--- src/hw/rtl/clas_pkg.sv ---
// ----------------------------------------------------------------------------
// clas_pkg
// Shared types and character codes for the command line argument splitter.
// ----------------------------------------------------------------------------
package clas_pkg;

  localparam int RUN_COUNT_BITS_DEF = 16;
  localparam int CHAR_BITS          = 16;

  localparam logic [CHAR_BITS-1:0] CH_BSL   = 16'h005C;
  localparam logic [CHAR_BITS-1:0] CH_QUOTE = 16'h0022;
  localparam logic [CHAR_BITS-1:0] CH_SPACE = 16'h0020;
  localparam logic [CHAR_BITS-1:0] CH_TAB   = 16'h0009;

  // result kinds
  localparam logic KIND_CHARS = 1'b0;
  localparam logic KIND_END   = 1'b1;

  // quote counter codes
  localparam logic [1:0] QC_OUTSIDE = 2'd0;
  localparam logic [1:0] QC_TRIPLE  = 2'd3;
  localparam logic [1:0] QC_PENDING = 2'd2;

  typedef struct packed {
    logic                 kind;
    logic [CHAR_BITS-1:0] out_char;
    logic [CHAR_BITS-1:0] repeat_res;
  } res_t;

endpackage

--- src/hw/rtl/command_line_argument_splitter.sv ---
// ----------------------------------------------------------------------------
// command_line_argument_splitter
// Splits a stream of 16-bit command line characters into argument runs and
// end-of-argument marks, following the classic runtime quoting rules.
// ----------------------------------------------------------------------------
//  channel | dir | tdata                          | tuser   | tlast
//  s_      | in  | ch                             | at_end  | -
//  m_      | out | out_char [15:0], repeat [31:16]| kind    | last_of_step
//
//  Each request is decoded combinationally into zero, one or two results,
//  which land in a two-entry result buffer. One result leaves per cycle
//  while m_tready is high; a request yields two results when it gives a held
//  backslash run plus a character or end mark.
//  Reset (rst, synchronous) clears the parser state and empties the buffer.
//  s_tready is high when the buffer is empty or its last entry leaves now.
// ----------------------------------------------------------------------------
module command_line_argument_splitter #(
  parameter int RUN_COUNT_BITS = clas_pkg::RUN_COUNT_BITS_DEF
) (
  input  logic        clk,
  input  logic        rst,
  input  logic        s_tvalid,
  output logic        s_tready,
  input  logic [15:0] s_tdata,   // [15:0] ch
  input  logic        s_tuser,   // [0] at_end
  output logic        m_tvalid,
  input  logic        m_tready,
  output logic [31:0] m_tdata,   // [15:0] out_char, [31:16] repeat_res
  output logic        m_tuser,   // [0] kind
  output logic        m_tlast    // last_of_step
);
  import clas_pkg::*;

  localparam int RW = RUN_COUNT_BITS;

  // parser state
  logic [1:0]    quote_count, quote_count_next;
  logic [RW-1:0] backslash_run, backslash_run_next;
  logic          in_quote_run, in_quote_run_next;
  logic          in_argument, in_argument_next;

  // result buffer: slot0 is at the output
  res_t          slot0, slot1;
  logic [1:0]    fill;

  // decoded results of the current request
  logic          pre_vld;       // held backslash run goes first
  logic [RW-1:0] pre_cnt;
  logic          main_vld;
  res_t          main_res;
  res_t          pre_res;
  logic [1:0]    nres;
  logic          is_blank;
  logic          accept, pop;

  function automatic logic [CHAR_BITS-1:0] clip16(input logic [RW-1:0] v);
    logic [CHAR_BITS-1:0] r;
    if ((RW > CHAR_BITS) && ((v >> CHAR_BITS) != '0)) r = '1;
    else r = CHAR_BITS'(v);
    return r;
  endfunction

  always_comb begin
    quote_count_next   = quote_count;
    backslash_run_next = backslash_run;
    in_quote_run_next  = in_quote_run;
    in_argument_next   = in_argument;
    pre_vld            = 1'b0;
    pre_cnt            = backslash_run;
    main_vld           = 1'b0;
    main_res           = '{kind: KIND_END, out_char: '0, repeat_res: '0};
    is_blank           = (s_tdata == CH_SPACE) || (s_tdata == CH_TAB);

    if (s_tuser) begin
      if (in_argument) begin
        pre_vld  = (backslash_run != '0);
        main_vld = 1'b1;
      end
      quote_count_next   = QC_OUTSIDE;
      backslash_run_next = '0;
      in_quote_run_next  = 1'b0;
      in_argument_next   = 1'b0;
    end else begin
      // a quote run ends: a pending count falls back to outside
      if (in_quote_run && s_tdata != CH_QUOTE) begin
        if (quote_count == QC_PENDING) quote_count_next = QC_OUTSIDE;
        in_quote_run_next = 1'b0;
      end
      if (in_argument || !is_blank) begin
        in_argument_next = 1'b1;
        if (s_tdata == CH_BSL) begin
          if (!(&backslash_run)) backslash_run_next = backslash_run + 1'b1;
        end else if (s_tdata == CH_QUOTE) begin
          if (in_quote_run) begin
            if (quote_count + 2'd1 == QC_TRIPLE) begin
              main_vld         = 1'b1;
              main_res         = '{kind: KIND_CHARS, out_char: CH_QUOTE, repeat_res: 16'd1};
              quote_count_next = QC_OUTSIDE;
            end else begin
              quote_count_next = quote_count + 2'd1;
            end
          end else begin
            pre_cnt = backslash_run >> 1;
            pre_vld = (pre_cnt != '0);
            if (!backslash_run[0]) begin
              quote_count_next = quote_count + 2'd1;
            end else begin
              main_vld = 1'b1;
              main_res = '{kind: KIND_CHARS, out_char: CH_QUOTE, repeat_res: 16'd1};
            end
          end
          backslash_run_next = '0;
          in_quote_run_next  = 1'b1;
        end else if (is_blank && quote_count_next == QC_OUTSIDE) begin
          pre_vld            = (backslash_run != '0);
          main_vld           = 1'b1;
          backslash_run_next = '0;
          in_argument_next   = 1'b0;
        end else begin
          pre_vld            = (backslash_run != '0);
          main_vld           = 1'b1;
          main_res           = '{kind: KIND_CHARS, out_char: s_tdata, repeat_res: 16'd1};
          backslash_run_next = '0;
        end
      end
    end

    pre_res = '{kind: KIND_CHARS, out_char: CH_BSL, repeat_res: clip16(pre_cnt)};
    nres    = {1'b0, pre_vld} + {1'b0, main_vld};
  end

  assign m_tvalid = (fill != 2'd0);
  assign pop      = m_tvalid && m_tready;
  assign s_tready = (fill == 2'd0) || (fill == 2'd1 && m_tready);
  assign accept   = s_tvalid && s_tready;

  assign m_tdata  = {slot0.repeat_res, slot0.out_char};
  assign m_tuser  = slot0.kind;
  assign m_tlast  = (fill == 2'd1);

  always_ff @(posedge clk) begin
    if (rst) begin
      quote_count   <= QC_OUTSIDE;
      backslash_run <= '0;
      in_quote_run  <= 1'b0;
      in_argument   <= 1'b0;
      fill          <= 2'd0;
    end else begin
      if (accept) begin
        quote_count   <= quote_count_next;
        backslash_run <= backslash_run_next;
        in_quote_run  <= in_quote_run_next;
        in_argument   <= in_argument_next;
        fill          <= nres;
      end else if (pop) begin
        fill <= fill - 2'd1;
      end
    end
  end

  // payload: no reset
  always_ff @(posedge clk) begin
    if (accept) begin
      slot0 <= pre_vld ? pre_res : main_res;
      slot1 <= main_res;
    end else if (pop) begin
      slot0 <= slot1;
    end
  end

  // --------------------------------------------------------------------------
  a_no_overrun: assert property (@(posedge clk) disable iff (rst)
    m_tvalid && !m_tready |-> !s_tready)
    else $error("request taken while buffer cannot drain");

  a_fill_range: assert property (@(posedge clk) disable iff (rst)
    fill != 2'd3)
    else $error("result buffer overfilled");

  a_end_clears: assert property (@(posedge clk) disable iff (rst)
    accept && s_tuser |=> !in_argument && backslash_run == '0
      && quote_count == QC_OUTSIDE && !in_quote_run)
    else $error("state not cleared after end marker");

  a_results_show: assert property (@(posedge clk) disable iff (rst)
    accept && nres != 2'd0 |=> m_tvalid)
    else $error("decoded result not presented");

  a_quote_count: assert property (@(posedge clk) disable iff (rst)
    quote_count != QC_TRIPLE)
    else $error("quote counter left at three");

endmodule

--- config.mk ---
export PLATFORM = sky130hd
export DESIGN_NAME = command_line_argument_splitter
export DESIGN_NICKNAME = d
export VERILOG_FILES = /design/src/hw/rtl/clas_pkg.sv /design/src/hw/rtl/command_line_argument_splitter.sv
export SDC_FILE = /design/constraint.sdc
export NUM_CORES = 1
export LEC_CHECK = 0
export BUFFER_PORTS_ARGS = -buffer_cell sky130_fd_sc_hd__buf_2
export CORE_UTILIZATION = 45
export CTS_CLUSTER_DIAMETER = 40
export DETAILED_ROUTE_END_ITERATION = 8
export GPL_ROUTABILITY_DRIVEN = 1
export PLACE_DENSITY_LB_ADDON = 0.25
export SETUP_SLACK_MARGIN = 0.3
export SYNTH_ARGS = -nofsm -noshare
export SYNTH_HDL_FRONTEND = slang
export SYNTH_SLANG_ARGS = --single-unit
--- constraint.sdc ---
create_clock -name clk -period 2.8 [get_ports clk]
set_input_delay 0.28 -clock clk [delete_from_list [all_inputs] [get_ports clk]]
set_output_delay 0.28 -clock clk [all_outputs]
set_load 0.05 [all_outputs]
### Word-level counts from Yosys, hierarchy flattened

Cells that the tools add are included.
Widths: inputs -> output; s select.

| storage, ports and cells | value |
|---|---|
| bits in registers | 88 |
| bits of input ports | 21 |
| output and inout bits | 36 |
| word-level logic and storage cells | 99 |

| cells by class | value |
|---|---|
| $add $sub $neg | 4 |
| eq/ne operators | 9 |
| muxes and demuxes | 56 |
| reductions and logical operators | 19 |

Operators by type and width:

| operator | number |
|---|---|
| $mux 33 | 11 |
| $mux 16 | 9 |
| $eq 16x6->1 const B | 2 |
| $reduce_bool 16->1 | 2 |
| $mux 1 | 24 |
| $mux 2 | 12 |
| $add 16x1->16 const B | 1 |
| $eq 16x4->1 const B | 1 |
| $eq 16x7->1 const B | 1 |
| $ne 16x6->1 const B | 1 |
| $reduce_and 16->1 | 1 |
| $reduce_bool 2->1 | 3 |
| $logic_and 1x1->1 | 5 |
| $eq 2x2->1 const B | 2 |
| $logic_not 2->1 | 2 |
| $logic_or 1x1->1 | 3 |
| $ne 3x3->1 const B | 1 |
| $reduce_and 3->1 | 1 |
| $add 1x1->2 | 1 |
| $add 2x1->2 const B | 1 |
| $eq 2x1->1 const B | 1 |
| $reduce_and 2->1 | 1 |
| $sub 2x1->2 const B | 1 |
| $logic_not 1->1 | 1 |

### Depth between registers and ports, before layout

| depth | value |
|---|---|
| word-level depth | 13 |
| mapped depth | 9 |
| gate-level depth less buffers | 9 |

### Worst setup path after synthesis

Ideal clock, no wire load.

| timing | value |
|---|---|
| kind | register -> register |
| start | register fill[1] |
| end | register backslash_run[10] |
| library setup time | 0.128 ns |
| arrival time | 2.446 ns |
| required time | 2.672 ns |
| slack | 0.227 ns |
| cell stages (with the launch flop) | 10 |
| path buffers | 1 |
| period minus slack after synthesis | 2.573 ns |
| path through | dfxtp_1 inv_1 ha_1 a21o_1 nand2_1 a31o_2 buf_2 nor4_1 xnor2_1 nor2_1 |

| between the ends | value |
|---|---|
| cells in the longest elaborated chain, start to end | 5 |
| elaborated cells between the ends (all ways) | 6 |
| classes of those cells | 1 x eq/ne; 5 x reduce/logical |

RTL lines:

| element | RTL line | RTL |
|---|---|---|
| from (decl) | command_line_argument_splitter.sv:44 | `logic [1:0] fill;` |
| from (signal assigned) | command_line_argument_splitter.sv:154 | `fill <= nres;` |
| from (signal assigned) | command_line_argument_splitter.sv:156 | `fill <= fill - 2'd1;` |
| $eq 2x1->1 | n/a |  |
| net m_tlast | command_line_argument_splitter.sv:30 | `output logic m_tlast` |
| $logic_and 1x1->1 | command_line_argument_splitter.sv:134 | `assign s_tready = (fill == 2'd0) \|\| (fill == 2'd1 && m_tready);` |
| $logic_or 1x1->1 | command_line_argument_splitter.sv:134 |  |
| net s_tready | command_line_argument_splitter.sv:23 | `output logic s_tready,` |
| $logic_and 1x1->1 | command_line_argument_splitter.sv:135 | `assign accept = s_tvalid && s_tready;` |
| $reduce_and 3->1 (no source line) | n/a |  |
| to (signal assigned) | command_line_argument_splitter.sv:151 | `backslash_run <= backslash_run_next;` |
| to (decl) | command_line_argument_splitter.sv:38 | `logic [RW-1:0] backslash_run, backslash_run_next;` |

The timed path passes the listed nets, and every way through them passes these cells.
A chain may end at the register's enable or synchronous reset.

### Worst setup path after layout

| timing | value |
|---|---|
| start | register backslash_run[3] |
| end | register fill[0] |

| between the ends | value |
|---|---|
| cells in the longest elaborated chain, start to end | 8 |
| elaborated cells between the ends (all ways) | 10 |
| classes of those cells | 1 x add/sub; 7 x mux; 2 x reduce/logical |

RTL lines:

| element | RTL line | RTL |
|---|---|---|
| $reduce_bool 16->1 | command_line_argument_splitter.sv:104 | `pre_vld = (pre_cnt != '0);` |
| $mux 1 | command_line_argument_splitter.sv:94 | `if (in_quote_run) begin` |
| $mux 1 | command_line_argument_splitter.sv:93 | `end else if (s_tdata == CH_QUOTE) begin` |
| $mux 1 | command_line_argument_splitter.sv:91 | `if (s_tdata == CH_BSL) begin` |
| $mux 1 | command_line_argument_splitter.sv:89 | `if (in_argument \|\| !is_blank) begin` |
| $mux 1 (*) | command_line_argument_splitter.sv:74 | `if (s_tuser) begin` |
| $add 1x1->2 (*) | command_line_argument_splitter.sv:129 | `nres = {1'b0, pre_vld} + {1'b0, main_vld};` |
| $mux 2 (*) | command_line_argument_splitter.sv:149 | `if (accept) begin` |

Every way passes the cells marked *; elsewhere a longest branch is shown, timed or not.

==> run metrics <==
Max transition margin=approximately three fifths; number of global-route vias before repair=2,649; Post-synth ARST share=0%; # hold bufs at CTS=0; Slew @ Worst Pin=0.6103 ns; worst-path cell chain=nor4_1, and4_1, a32oi_1, a311oi_1, nor2_1, ha_1, o21ai_0, a211oi_1; slowest CP cell=dfxtp_1; Max Fanout on Critical Path=8; layout cells sized above 1=between 20% and 30%; R2R Setup Slk=~0.42 ns; Detail Route Antenna Nets=0; Vias=2,937; DRC violations left=0; combinational share of power=between 20% and 30%; CTS tree=done; port bufs=56; row count=32; clock root buffer=clkbuf_8; clock latency on the worst-skew pair=0.35 ns; Post-Syn Area=between 3000 and 4000 sq um; EDFF count, synth=51; CP delay by family, top=compound AO/OA/AOI/OAI gates; Static Leakage=1.573 nW; WP data required=3.07 ns; Mapped Avg Cell Area=10.17 sq um; worst flop-to-flop path startpoint=backslash_run[3]$_SDFFE_PP0P_; routability cong.=0.8495; routed length per instance=15.22 um; status=completed; antenna cells=0; core area=7888 sq um; die height=93.06 um; Setup CP Type=register to register; NetSw=1.119 mW; setup TNS=0 ns; fmax=420.0 MHz; Bufs and invs on worst path=0; Synth cell types=~60; Num CTS Buffers=9; initial core utilization=47.30%; Clock Skews=between 0.01 and 0.015 ns; Final setup viols=0; total die area=8659 sq um; Finished Layout Cells=between 500 and 600; design area=4365 sq um; Syn Inst Count=about 370; largest cells by area after synthesis=edfxtp_1, dfxtp_1, nand2_1; max-slew violation count=0; largest net degree at the start of global routing=31; CP endpoint kind=register; R2R Path End=fill[0]$_SDFFE_PP0P_; maximum vdd drop=0.0004298 V; Reg power frac=a little over two fifths; DP Cell Count=514; io pins=57; initial DRC count=228; crit start category=register; R2R cell count=8; Fin. Hold Viols=0; share of the synthesized area in the top cell type=41.05%; H-tree lvl count=3; nets=454; WL final=8067 um; drt via density=5.542; area leader, netlist=edfxtp_1; YS warnings=0; #FFs+latches synth=73; post-route clock period utilization=85.04%; all-layer global routing usage=19.41%; Sink Count=between 70 and 80; Pwr per Cell Area=between 700 and 800 nW/um^2; Post-Synthesis Net Count=398; synthesis-to-layout area growth=17.00%; post-CTS sizing=0; register area share after synthesis=52.85%; clock transition at the registers of the reported paths=0.08 ns; Worst Hold Class=input pin to register; Max-Cap Viols=0; worst setup path start=backslash_run[3]$_SDFFE_PP0P_; drt pass-1 iters=4; global-route wire length before repair=roughly 13,000 um; switching share of power=around a third; hold depth=2; remaining global-route overflow=0; total power=3.173 mW; RSZ-0062 raised after global routing=true; Placed Area=4126 sq um; hold endpoint=in_quote_run$_SDFFE_PP0P_; top_reg_cell synth=edfxtp_1; clock power share=a little under 30%; hold_sp=rst; dpl hpwl=approximately 5700 um; worst path arrival time=2.65 ns; postcts setup bufs=0; Die X=93.06 um; max incr delay on CP=approximately 0.40 ns; initial antenna violation count=0; internal power=about 2.1 mW; worst-case clock buffer depth=2; Period minus WS final=2.381 ns
power by group through the flow:
stage	registers, mW	clock network, mW	logic (mW)
final	1.38	0.917	0.871
after global routing	1.40	0.970	0.929
after floorplan	1.75	0	0.323
after global placement	1.41	0	0.857
after detailed placement	1.41	0	0.863
after CTS	1.39	0.929	0.868
Yosys cell counts, types with 2 or more instances:
cell type  instances
edfxtp_1          51
nor3_1            12
xnor2_1           13
nand2_1           49
and2_1             6
inv_1             14
buf_4              2
a21oi_1           29
nor4_2             2
o21ai_0            6
nand2b_1           2
a31oi_1            2
a21o_1             2
o311ai_0           2
clkbuf_1          17
and4_1             3
a22o_1            12
buf_2              2
ha_1              10
a31o_2             2
dfxtp_1           22
mux2i_1            2
nor2_1            25
or3_1              2
a211oi_1           3
nand4_1            7
or2_2              3
nor4_1            15
nand3_1            6
and3_1            15
how the worst max path moves through the flow:
stage	cells after the start	slack, ns	to
detailed placement	9	0.15	fill[0]$_SDFFE_PP0P_
finish	8	0.42	fill[0]$_SDFFE_PP0P_
floorplan	9	0.37	backslash_run[10]$_SDFFE_PP0P_
global placement	9	0.23	fill[0]$_SDFFE_PP0P_
global route	8	0.26	fill[0]$_SDFFE_PP0P_
CTS	8	0.43	fill[0]$_SDFFE_PP0P_
stage by stage:
stage	utilization [%]	hold slack, ns	setup WS (ns)
after floorplan	-	0.4753	0.3670
after global placement	52.32	0.4890	0.2300
after detailed placement	52.32	0.4926	0.1494
after CTS	55.11	0.2007	0.4294
after global routing	55.35	0.2246	0.2593
final	55.35	0.2202	0.4189
layout make-up:
cell class	instances	area, sq um
Fill cell	697	3522
Sequential cell	73	1972
Multi-Input combinational cell	258	1632
Timing Repair Buffer	66	355.3
Clock buffer	10	127.6
Tap cell	102	127.6
Clock inverter	6	92.59
Inverter	15	58.81
registers in the layout, summed over array words and instances (netlist names):
| register | cells |
|---|---|
| m_tdata | 32 |
| backslash_run | 16 |
| in_quote_run | 1 |
| fill | 2 |
| in_argument | 1 |
| quote_count | 2 |
| slot1 | 18 |
| m_tuser | 1 |
cells in the final DEF (no fill, tap or decap), drive strengths merged, types with 4 or more instances in the layout:
cell type / netlist / final
a211oi: 4 / 4
a21oi: 30 / 30
a22o: 12 / 12
and2: 6 / 6
and3: 15 / 15
buf: 4 / 66
clkbuf: 17 / 10
dfxtp: 22 / 22
edfxtp: 51 / 51
ha: 10 / 10
inv: 15 / 16
nand2: 49 / 49
nand3: 7 / 7
nand4: 7 / 7
nor2: 25 / 25
nor3: 12 / 12
nor4: 17 / 17
o21ai: 6 / 6
xnor2: 13 / 13
cells by family (layout without fill, tap and decap cells):
kind of cell	count (synthesis)	count (layout)	synth area share, %
adder cells (fa/ha/maj)	10	10	3.353
flip-flops	73	73	52.85
buffers and inverters	36	97	3.890
XOR/XNOR	14	14	3.286
AND/OR/NAND/NOR	159	159	22.54
AO/OA/AOI/OAI	71	71	12.94
multiplexers	4	4	1.140
worst reg2reg max path: stages (launching register included):
cell,delay [ns]
dfxtp_1,0.40
nor4_1,0.32
and4_1,0.30
a32oi_1,0.10
a311oi_1,0.37
nor2_1,0.15
ha_1,0.33
o21ai_0,0.10
a211oi_1,0.25
routing by layer:
metal  track usage [%]  up-vias  routed length, um
met4             9.615        0                123
met5                 0        -                  0
met2             28.13       85               3629
li1                  -     1465                  -
met1             28.06     1376               3952
met3             3.171       11                362
Power figures use the tool's default switching activity.
